[config.mk]
export PLATFORM = sky130hd
export DESIGN_NAME = speed_frame_accel_timer_top
export DESIGN_NICKNAME = d
export VERILOG_FILES = /design/src/rtl/sfat_pkg.sv /design/src/rtl/sfat_front.sv /design/src/rtl/sfat_queue.sv /design/src/rtl/sfat_back.sv /design/src/rtl/speed_frame_accel_timer_top.sv
export SDC_FILE = /design/constraint.sdc
export NUM_CORES = 1
export LEC_CHECK = 0
export ABC_AREA = 0
export BUFFER_PORTS_ARGS = -buffer_cell sky130_fd_sc_hd__buf_2
export CAP_MARGIN = 20
export CORE_UTILIZATION = 45
export CTS_BUF_LIST = sky130_fd_sc_hd__clkbuf_8 sky130_fd_sc_hd__clkbuf_16
export DETAILED_ROUTE_END_ITERATION = 6
export PLACE_DENSITY = 0.72
export SLEW_MARGIN = 20
export SYNTH_ARGS = -nofsm -noshare
export SYNTH_HDL_FRONTEND = slang
export SYNTH_SLANG_ARGS = --single-unit
[constraint.sdc]
create_clock -name clk -period 4.6 [get_ports clk]
set_input_delay 1.15 -clock clk [delete_from_list [all_inputs] [get_ports clk]]
set_output_delay 1.15 -clock clk [all_outputs]
set_load 0.005 [all_outputs]
[src/rtl/sfat_pkg.sv]
package sfat_pkg;

	localparam int unsigned LEN_W   = 4;
	localparam int unsigned BYTE_W  = 8;
	localparam int unsigned SPEED_W = 13;
	localparam int unsigned TIME_W  = 32;
	localparam int unsigned COUNT_W = 8;
	localparam int unsigned SAVES_W = 2;

	localparam logic [LEN_W-1:0]   MIN_LENGTH      = 4'd3;
	localparam logic [COUNT_W-1:0] STEADY_MAX      = 8'd200;
	localparam logic [SPEED_W-1:0] LOW_TARGET      = 13'd1600;
	localparam logic [SPEED_W-1:0] HIGH_TARGET     = 13'd3200;
	localparam logic [TIME_W-1:0]  LOW_LIMIT_MS    = 32'd20000;
	localparam logic [TIME_W-1:0]  HIGH_LIMIT_MS   = 32'd40000;
	localparam logic [TIME_W-1:0]  START_OFFSET_MS = 32'd10;

	typedef struct packed {
		logic               accepted;
		logic               brake;
		logic [SPEED_W-1:0] speed;
		logic [TIME_W-1:0]  now_ms;
	} frame_word_t;

	typedef struct packed {
		logic               accepted;
		logic               brake_intervention;
		logic [SPEED_W-1:0] speed_sixteenths;
		logic [COUNT_W-1:0] steady_count;
		logic               low_run_active;
		logic [TIME_W-1:0]  low_run_elapsed_ms;
		logic               high_run_active;
		logic [TIME_W-1:0]  high_run_elapsed_ms;
		logic [SAVES_W-1:0] save_requests;
	} result_word_t;

endpackage

[src/rtl/sfat_front.sv]
module sfat_front (
	input  logic                         in_valid,
	output logic                         in_ready,
	input  logic [sfat_pkg::LEN_W-1:0]   frame_length,
	input  logic [sfat_pkg::BYTE_W-1:0]  byte_zero,
	input  logic [sfat_pkg::BYTE_W-1:0]  byte_one,
	input  logic [sfat_pkg::BYTE_W-1:0]  byte_two,
	input  logic [sfat_pkg::TIME_W-1:0]  now_ms,
	output logic                         push_valid,
	input  logic                         push_ready,
	output sfat_pkg::frame_word_t        push_word
);

	assign in_ready   = push_ready;
	assign push_valid = in_valid;

	// classify length and unpack brake and speed bits
	always_comb begin
		push_word.accepted = (frame_length >= sfat_pkg::MIN_LENGTH);
		push_word.brake    = byte_zero[5];
		push_word.speed    = {byte_zero[1:0], byte_one, byte_two[7:5]};
		push_word.now_ms   = now_ms;
	end

endmodule

[src/rtl/sfat_queue.sv]
module sfat_queue #(
	parameter int unsigned DEPTH = 2
) (
	input  logic                  clk,
	input  logic                  arst_n,
	input  logic                  push_valid,
	output logic                  push_ready,
	input  sfat_pkg::frame_word_t push_word,
	output logic                  pop_valid,
	input  logic                  pop_ready,
	output sfat_pkg::frame_word_t pop_word
);

	localparam int unsigned PTR_W = (DEPTH > 1) ? $clog2(DEPTH) : 1;
	localparam int unsigned CNT_W = $clog2(DEPTH + 1);
	localparam logic [PTR_W-1:0] LAST_PTR = PTR_W'(DEPTH - 1);
	localparam logic [CNT_W-1:0] FULL_CNT = CNT_W'(DEPTH);

	sfat_pkg::frame_word_t entry_q [DEPTH];
	logic [PTR_W-1:0] wr_ptr_q;
	logic [PTR_W-1:0] rd_ptr_q;
	logic [CNT_W-1:0] count_q;
	logic             push_fire;
	logic             pop_fire;

	assign push_ready = (count_q != FULL_CNT);
	assign pop_valid  = (count_q != '0);
	assign pop_word   = entry_q[rd_ptr_q];
	assign push_fire  = push_valid && push_ready;
	assign pop_fire   = pop_valid && pop_ready;

	always_ff @(posedge clk) begin
		if (push_fire) begin
			entry_q[wr_ptr_q] <= push_word;
		end
	end

	always_ff @(posedge clk or negedge arst_n) begin
		if (!arst_n) begin
			wr_ptr_q <= '0;
			rd_ptr_q <= '0;
			count_q  <= '0;
		end else begin
			if (push_fire) begin
				wr_ptr_q <= (wr_ptr_q == LAST_PTR) ? '0 : wr_ptr_q + 1'b1;
			end
			if (pop_fire) begin
				rd_ptr_q <= (rd_ptr_q == LAST_PTR) ? '0 : rd_ptr_q + 1'b1;
			end
			if (push_fire && !pop_fire) begin
				count_q <= count_q + 1'b1;
			end else if (pop_fire && !push_fire) begin
				count_q <= count_q - 1'b1;
			end
		end
	end

endmodule

[src/rtl/sfat_back.sv]
module sfat_back (
	input  logic                   clk,
	input  logic                   arst_n,
	input  logic                   pop_valid,
	output logic                   pop_ready,
	input  sfat_pkg::frame_word_t  pop_word,
	output logic                   out_valid,
	input  logic                   out_ready,
	output sfat_pkg::result_word_t result
);

	logic [sfat_pkg::SPEED_W-1:0] prev_speed_q;
	logic [sfat_pkg::COUNT_W-1:0] steady_q;
	logic                         low_running_q;
	logic [sfat_pkg::TIME_W-1:0]  low_start_q;
	logic [sfat_pkg::TIME_W-1:0]  low_elapsed_q;
	logic                         high_running_q;
	logic [sfat_pkg::TIME_W-1:0]  high_start_q;
	logic [sfat_pkg::TIME_W-1:0]  high_elapsed_q;
	logic                         brake_q;
	logic                         out_valid_q;
	sfat_pkg::result_word_t       result_q;

	logic                         pop_fire;
	logic [sfat_pkg::SPEED_W-1:0] raw;
	logic [sfat_pkg::TIME_W-1:0]  start_time;
	logic                         low_start;
	logic                         low_run;
	logic [sfat_pkg::TIME_W-1:0]  low_elapsed;
	logic                         low_hit;
	logic                         high_start;
	logic                         high_run;
	logic [sfat_pkg::TIME_W-1:0]  high_elapsed;
	logic                         high_hit;
	sfat_pkg::result_word_t       next_result;

	assign pop_ready = !out_valid_q || out_ready;
	assign pop_fire  = pop_valid && pop_ready;
	assign out_valid = out_valid_q;
	assign result    = result_q;

	assign raw        = pop_word.speed;
	assign start_time = pop_word.now_ms - sfat_pkg::START_OFFSET_MS;

	// low run: 0 to 100 km/h
	assign low_start   = (prev_speed_q == '0) && (raw != '0);
	assign low_run     = low_running_q || low_start;
	assign low_elapsed = low_start ? sfat_pkg::START_OFFSET_MS
	                               : pop_word.now_ms - low_start_q;
	assign low_hit     = low_run && (raw >= sfat_pkg::LOW_TARGET);

	// high run: 100 to 200 km/h
	assign high_start   = (prev_speed_q <= sfat_pkg::LOW_TARGET)
	                   && (raw > sfat_pkg::LOW_TARGET);
	assign high_run     = high_running_q || high_start;
	assign high_elapsed = high_start ? sfat_pkg::START_OFFSET_MS
	                                 : pop_word.now_ms - high_start_q;
	assign high_hit     = high_run && (raw >= sfat_pkg::HIGH_TARGET);

	always_comb begin
		next_result.accepted            = 1'b0;
		next_result.brake_intervention  = brake_q;
		next_result.speed_sixteenths    = prev_speed_q;
		next_result.steady_count        = steady_q;
		next_result.low_run_active      = low_running_q;
		next_result.low_run_elapsed_ms  = low_elapsed_q;
		next_result.high_run_active     = high_running_q;
		next_result.high_run_elapsed_ms = high_elapsed_q;
		next_result.save_requests       = '0;
		if (pop_word.accepted) begin
			next_result.accepted           = 1'b1;
			next_result.brake_intervention = pop_word.brake;
			next_result.speed_sixteenths   = raw;
			if (raw != '0) begin
				next_result.steady_count = '0;
			end else if (steady_q < sfat_pkg::STEADY_MAX) begin
				next_result.steady_count = steady_q + 1'b1;
			end else begin
				next_result.steady_count = sfat_pkg::STEADY_MAX;
			end
			if (low_run) begin
				next_result.low_run_elapsed_ms = low_elapsed;
				next_result.low_run_active     = !low_hit
				                              && (low_elapsed <= sfat_pkg::LOW_LIMIT_MS);
			end
			if (high_run) begin
				next_result.high_run_elapsed_ms = high_elapsed;
				next_result.high_run_active     = !high_hit
				                               && (high_elapsed <= sfat_pkg::HIGH_LIMIT_MS);
			end
			next_result.save_requests = {1'b0, low_hit} + {1'b0, high_hit};
		end
	end

	always_ff @(posedge clk or negedge arst_n) begin
		if (!arst_n) begin
			prev_speed_q   <= '0;
			steady_q       <= '0;
			low_running_q  <= 1'b0;
			low_start_q    <= '0;
			low_elapsed_q  <= '0;
			high_running_q <= 1'b0;
			high_start_q   <= '0;
			high_elapsed_q <= '0;
			brake_q        <= 1'b0;
			out_valid_q    <= 1'b0;
		end else begin
			if (pop_fire) begin
				out_valid_q <= 1'b1;
			end else if (out_ready) begin
				out_valid_q <= 1'b0;
			end
			if (pop_fire && pop_word.accepted) begin
				prev_speed_q   <= next_result.speed_sixteenths;
				steady_q       <= next_result.steady_count;
				brake_q        <= next_result.brake_intervention;
				low_running_q  <= next_result.low_run_active;
				low_elapsed_q  <= next_result.low_run_elapsed_ms;
				high_running_q <= next_result.high_run_active;
				high_elapsed_q <= next_result.high_run_elapsed_ms;
				if (low_start) begin
					low_start_q <= start_time;
				end
				if (high_start) begin
					high_start_q <= start_time;
				end
			end
		end
	end

	always_ff @(posedge clk) begin
		if (pop_fire) begin
			result_q <= next_result;
		end
	end

	a_steady_bound: assert property (@(posedge clk) disable iff (!arst_n)
		steady_q <= sfat_pkg::STEADY_MAX)
		else $error("steady count above limit");

	a_low_below_target: assert property (@(posedge clk) disable iff (!arst_n)
		low_running_q |-> (prev_speed_q < sfat_pkg::LOW_TARGET))
		else $error("low run active at target speed");

	a_high_below_target: assert property (@(posedge clk) disable iff (!arst_n)
		high_running_q |-> (prev_speed_q < sfat_pkg::HIGH_TARGET))
		else $error("high run active at target speed");

	a_save_needs_accept: assert property (@(posedge clk) disable iff (!arst_n)
		(out_valid_q && (result_q.save_requests != '0)) |-> result_q.accepted)
		else $error("save request on ignored frame");

endmodule

[src/rtl/speed_frame_accel_timer_top.sv]
// channel | direction | handshake            | fields
// input   | in        | in_valid / in_ready  | frame_length byte_zero byte_one byte_two now_ms
// output  | out       | out_valid / out_ready| accepted .. save_requests
//
// one word per cycle sustained while out_ready stays high
// front decodes into a small queue, back updates timers and loads one output register
// arst_n clears speed, counter, timers, queue and output valid
// input stalls only when the queue is full; output stall holds the result register
module speed_frame_accel_timer_top #(
	parameter int unsigned QUEUE_DEPTH = 2
) (
	input  logic                         clk,
	input  logic                         arst_n,
	input  logic                         in_valid,
	output logic                         in_ready,
	input  logic [sfat_pkg::LEN_W-1:0]   frame_length,
	input  logic [sfat_pkg::BYTE_W-1:0]  byte_zero,
	input  logic [sfat_pkg::BYTE_W-1:0]  byte_one,
	input  logic [sfat_pkg::BYTE_W-1:0]  byte_two,
	input  logic [sfat_pkg::TIME_W-1:0]  now_ms,
	output logic                         out_valid,
	input  logic                         out_ready,
	output logic                         accepted,
	output logic                         brake_intervention,
	output logic [sfat_pkg::SPEED_W-1:0] speed_sixteenths,
	output logic [sfat_pkg::COUNT_W-1:0] steady_count,
	output logic                         low_run_active,
	output logic [sfat_pkg::TIME_W-1:0]  low_run_elapsed_ms,
	output logic                         high_run_active,
	output logic [sfat_pkg::TIME_W-1:0]  high_run_elapsed_ms,
	output logic [sfat_pkg::SAVES_W-1:0] save_requests
);

	logic                   push_valid;
	logic                   push_ready;
	sfat_pkg::frame_word_t  push_word;
	logic                   pop_valid;
	logic                   pop_ready;
	sfat_pkg::frame_word_t  pop_word;
	sfat_pkg::result_word_t result;

	sfat_front u_front (
		.in_valid     (in_valid),
		.in_ready     (in_ready),
		.frame_length (frame_length),
		.byte_zero    (byte_zero),
		.byte_one     (byte_one),
		.byte_two     (byte_two),
		.now_ms       (now_ms),
		.push_valid   (push_valid),
		.push_ready   (push_ready),
		.push_word    (push_word)
	);

	sfat_queue #(
		.DEPTH (QUEUE_DEPTH)
	) u_queue (
		.clk        (clk),
		.arst_n     (arst_n),
		.push_valid (push_valid),
		.push_ready (push_ready),
		.push_word  (push_word),
		.pop_valid  (pop_valid),
		.pop_ready  (pop_ready),
		.pop_word   (pop_word)
	);

	sfat_back u_back (
		.clk       (clk),
		.arst_n    (arst_n),
		.pop_valid (pop_valid),
		.pop_ready (pop_ready),
		.pop_word  (pop_word),
		.out_valid (out_valid),
		.out_ready (out_ready),
		.result    (result)
	);

	assign accepted            = result.accepted;
	assign brake_intervention  = result.brake_intervention;
	assign speed_sixteenths    = result.speed_sixteenths;
	assign steady_count        = result.steady_count;
	assign low_run_active      = result.low_run_active;
	assign low_run_elapsed_ms  = result.low_run_elapsed_ms;
	assign high_run_active     = result.high_run_active;
	assign high_run_elapsed_ms = result.high_run_elapsed_ms;
	assign save_requests       = result.save_requests;

endmodule
Word-level counts from Yosys, hierarchy flattened
Memories as Yosys holds them, arrays and structs flattened.
Index checks and enable logic that the tools add are counted.

word-level totals
  logic and storage cells = 82
  memories = 1
  flip-flop bits (word level) = 248
  memory bits (writable) = 94
  output and inout bits = 93
  input port bits = 64

operators by class
  add/subtract/negate cells = 9
  mux-type cells = 15
  magnitude comparators = 8
  equal/unequal tests = 1
  reduce and logical (&&, ||, !) cells = 26

memory list
  memory           depth  bits a word  read ports  clocked after memory_dff  write ports  line              text
  u_queue.entry_q  2      47           1           0                         1            sfat_queue.sv:19  sfat_pkg::frame_word_t entry_q [DEPTH];

operator list
  kind                     count
  $mux W91                 1
  $mux W33                 2
  $mux W32                 2
  $sub A32 B32 Y32         2
  $le A32 B15 Y1 const B   1
  $le A32 B16 Y1 const B   1
  $sub A32 B4 Y32 const B  1
  $mux W8                  2
  $ge A13 B11 Y1 const B   1
  $ge A13 B12 Y1 const B   1
  $gt A13 B11 Y1 const B   1
  $le A13 B11 Y1 const B   1
  $logic_not A13 Y1        1
  $reduce_bool A13 Y1      1
  $logic_and A1 B1 Y1      11
  $add A8 B1 Y8 const B    1
  $lt A8 B8 Y1 const B     1
  $mux W1                  6
  $reduce_bool A2 Y1       3
  $logic_not A1 Y1         5
  $ge A4 B2 Y1 const B     1
  $mux W2                  2
  $reduce_and A2 Y1        2
  $logic_or A1 B1 Y1       3
  other kinds (5)          6

Logic depth before layout (Yosys ltp)
An unclocked memory read counts as a cell.

  depth in word-level cells = 9
  depth in mapped cells = 19
  gate-level depth less buffers = 12

By module
Synthesis repeated with hierarchy kept, for this count alone.

unflattened totals
  cell total of the unflattened synthesis = 1764
  area total of the unflattened synthesis = 18286.3 um^2

by module, submodules not included
  module      sequential area each (um^2)  area an instance (um^2)  cells each  times used
  sfat_back   6561.3                       14252.4                  1551        1
  sfat_queue  2922.8                       3664.8                   164         1
  sfat_front  0.0                          369.1                    49          1

Worst setup path before layout
No wires, ideal clock.

  kind = in2reg
  from = in out_ready
  to = reg u_back.low_start_q[0] in the netlist's numbering
  data required time = 4.464 ns
  setup slack = -0.071 ns
  arrival time = 4.535 ns
  buffers on the path = 2
  cell stages on the path = 8
  library setup time = 0.136 ns
  cell sequence = nand2b_1 > o21ai_1 > inv_1 > nand2_1 > nor2_1 > buf_2 > clkbuf_1 > a21oi_1

on the way
  word-level cells in the longest chain between the ends = 4

ends and longest elaborated chain
  element                      line                               text
  start, declared              speed_frame_accel_timer_top.sv:22  input logic out_ready,
  $logic_or A1 B1 Y1           sfat_back.sv:37                    assign pop_ready = !out_valid_q || out_ready;
  $logic_and A1 B1 Y1          sfat_back.sv:38                    assign pop_fire = pop_valid && pop_ready;
  via u_back.pop_fire          sfat_back.sv:24                    logic pop_fire;
  $logic_and A1 B1 Y1          sfat_back.sv:113                   if (pop_fire && pop_word.accepted) begin
  $reduce_and A2 Y1 (no line)  --
  end signal, assigned         sfat_back.sv:122                   low_start_q <= start_time;
  end, declared                sfat_back.sv:15                    logic [sfat_pkg::TIME_W-1:0] low_start_q;

The timed path passes the listed nets, and every way through them passes these cells.
A chain may end at the register's enable or synchronous reset.

==> impl_metrics.env <==
export IMPL_place_area_um2=19800
export IMPL_drt_first_pass_iters=5
export IMPL_synth_edff_count=185
export IMPL_syn2layout_area_growth_pct=14.4
export IMPL_hpwlAfterDp_um=36400
export IMPL_antenna_found_initial=0
export IMPL_drive_above_1_share=0.157
export IMPL_cts_num_sinks=342
export IMPL_yosysTopAreaCell="edfxtp_1"
export IMPL_synth_top_area_frac=0.303
export IMPL_finalInstanceArea_um2=20900
export IMPL_grt_overflow=0
export IMPL_setup_violations=0
export IMPL_synth_area_top_cells="edfxtp_1, dfrtp_1, nand2_1"
export IMPL_post_drt_wl_per_cell_um=18.8
export IMPL_yosys_warnings=0
export IMPL_syn_inst=1845
export IMPL_ant_nets=0
export IMPL_worst_pin_slew_ns=1.01
export IMPL_synth_ff_type="edfxtp_1"
export IMPL_cap_viol_max_count=0
export IMPL_fillCellCount=3551
export IMPL_final_util=0.525
export IMPL_grt_start_max_net_pins=86
export IMPL_powerDensity_nw_per_um2=856
export IMPL_yosys_cell_types_count=88
export IMPL_rows=73
export IMPL_fmax_ghz=0.230
export IMPL_hold_path_class="reg2reg"
export IMPL_grt_usage=0.231
export IMPL_die_w_um=204
export IMPL_cp_arrival_ns=4.69
export IMPL_critPathKind="reg2reg"
export IMPL_htreeDepth=2
export IMPL_status="complete, no violations"
export IMPL_nets=2126
export IMPL_die_h_um=204
export IMPL_root_buffer="clkbuf_16"
export IMPL_top_usage_layer="met2"
export IMPL_total_power_w=0.0179
export IMPL_cp_max_fo=22
export IMPL_clk_latency_ns=0.53
export IMPL_finClkSkew_ns=0.0199
export IMPL_numCtsBuffers=36
export IMPL_vias=14500
export IMPL_async_flop_share=0.459
export IMPL_gr_usage_met2=0.352
export IMPL_syn_area_um2=18300
export IMPL_slew_headroom=0.328
export IMPL_fin_tns_setup_ns=0
export IMPL_cts_tree="built"
export IMPL_gr_usage_met3=0.0368
export IMPL_vias_per_cell=5.70
export IMPL_clk_pin_slew_ns=0.06
export IMPL_p_leak_nw=9.02
export IMPL_yosys_register_bits=342
export IMPL_ir_drop_mv=0.306
export IMPL_antennaDiodeCount=0
export IMPL_met1_usage=0.340
export IMPL_fin_crit_sh=0.944
export IMPL_pin_count=157
export IMPL_maxSlewViolCount=0
export IMPL_cts_buffer_depth=3
export IMPL_dpl_cell_count=2479
export IMPL_hold_viol_final=0
export IMPL_rsz0062_at_grt="false"
export IMPL_fin_cells=2545
export IMPL_start_util=0.459
export IMPL_grt_first_pass_wirelength_um=75300
export IMPL_final_min_clock_period_ns=4.34
export IMPL_synth_fp_nets=1979
export IMPL_io_buffers=146
export IMPL_coreArea_um2=39900
export IMPL_drc=0
export IMPL_critPathCaptureType="flip-flop"
export IMPL_grt_pass1_vias=13700
export IMPL_avgSynthCellArea_um2=9.93
export IMPL_gp_congestion=0.971
export IMPL_cp_required_ns=4.95
export IMPL_synth_seq_area_share=0.518
export IMPL_drt_initial_drc_count=1315
export IMPL_design_die_area_um2=41500
export IMPL_start_kind="flip-flop"
export IMPL_routed_wl_um=47900
## metal layers
metal	vias to the layer above	wire, um
met4	0	1150
met5	-	0
li1	6873	-
met2	518	21200
met3	71	3280
met1	7049	22300
## cells by family after synthesis
group,Yosys count,share of synthesized area
buffers and inverters,177,0.0409
AND/OR/NAND/NOR,678,0.168
flip-flops,342,0.518
AO/OA/AOI/OAI,428,0.145
multiplexers,75,0.0443
adder cells (fa/ha/maj),70,0.0486
XOR/XNOR,75,0.0359
## final timing paths
check | start | endpoint | slack [ns] | cells past startpoint
worst max register to register | u_queue.rd_ptr_q | u_back.result[67] | 0.26 | 13
max in group asynchronous | arst_n | u_back.steady_q[1] | 3.08 | 2
worst min-delay path | u_back.high_elapsed_q[2] | u_back.high_elapsed_q[2] | 0.47 | 2
worst min register to register | u_back.high_elapsed_q[2] | u_back.high_elapsed_q[2] | 0.47 | 2
min in group asynchronous | arst_n | u_back.low_start_q[7] | 0.70 | 1
worst max-delay path | u_queue.rd_ptr_q | u_back.result[67] | 0.26 | 13
## placed cells by master (no fill, tap or decap), types with 8 or more instances in the layout
master / instances
a211oi_1: 8
a21o_1: 18
a21oi_1: 112
a22o_1: 12
a31oi_1: 16
and2_1: 12
and3_1: 10
buf_2: 145
buf_4: 41
clkbuf_16: 37
clkinv_2: 8
dfrtp_1: 156
edfxtp_1: 185
ha_1: 68
inv_1: 99
mux2_2: 37
mux2i_1: 36
nand2_1: 372
nand2b_1: 17
nand3_1: 33
nand4_1: 20
nor2_1: 98
nor3_1: 35
nor4_1: 11
o211ai_1: 11
o21a_1: 10
o21ai_0: 139
o31ai_1: 34
or3_1: 13
xnor2_1: 47
xor2_1: 28
## where the power goes
group	internal [W]	leakage, nW	switching (W)
Combinational	0.00346	4.66	0.00660
Clock	0.00171	0.604	0.00118
Sequential	0.00454	3.75	0.000447
## registers in the layout, summed over array words and instances (netlist names), 2 cells and up
register / cells
u_back.result: 91
u_queue.entry_q: 94
u_back.low_elapsed_q: 32
u_back.high_elapsed_q: 32
u_back.steady_q: 8
u_queue.count_q: 2
u_back.high_start_q: 32
u_back.low_start_q: 32
u_back.prev_speed_q: 13
## per-stage QoR
stage               hold slack, ns  worst slack [ns]
CTS                          0.477             0.210
global placement             0.456             0.319
detailed placement           0.462             0.265
floorplan                    0.442            0.0356
global route                 0.498           0.00643
finish                       0.474             0.257
## critical path: stages, from the launching register on
cell	delay, ns
dfrtp_4	0.61
buf_4	0.29
mux2i_1	0.42
inv_1	0.16
ha_1	0.42
a21oi_1	0.39
o21ai_0	0.17
a21oi_1	0.22
a31oi_1	0.18
o21ai_0	0.23
xor2_1	0.33
nor2_1	0.09
or3_1	0.36
o31ai_1	0.27
## cell usage after synthesis (6+ instances only)
cell	number
a211o_1	6
a211oi_1	8
a21o_1	18
a21oi_1	112
a22o_1	12
a31oi_1	16
and2_1	12
and3_1	11
and4_1	6
buf_1	6
buf_2	22
clkbuf_1	45
dfrtp_1	157
edfxtp_1	185
ha_1	68
inv_1	93
mux2_2	37
mux2i_1	36
nand2_1	373
nand2b_1	17
nand3_1	33
nand3b_1	7
nand4_1	20
nor2_1	101
nor3_1	35
nor3b_1	7
nor4_1	11
o211ai_1	11
o21a_1	10
o21ai_0	140
o21ai_1	6
o21bai_1	7
o31ai_1	34
or3_1	13
xnor2_1	47
xor2_1	28
## repair_timing
action | 4_1_cts | 5_1_grt
hold buffers | 0 | 0
setup buffers | 0 | 0
resized for setup | 0 | 2
endpoints found under the hold margin | 0 | 0
endpoints found under the setup margin | 0 | 4
## area by class of cell
cell class                      instances  area (um2)  area share
Clock buffer                           38         940      0.0449
Clock inverter                         28         241      0.0115
Inverter                               94         357      0.0170
Multi-Input combinational cell       1326        8120       0.388
Sequential cell                       342        9490       0.453
Tap cell                              525         657      0.0314
Timing Repair Buffer                  192        1140      0.0547
No activity file was read; power rests on OpenSTA's default activity.
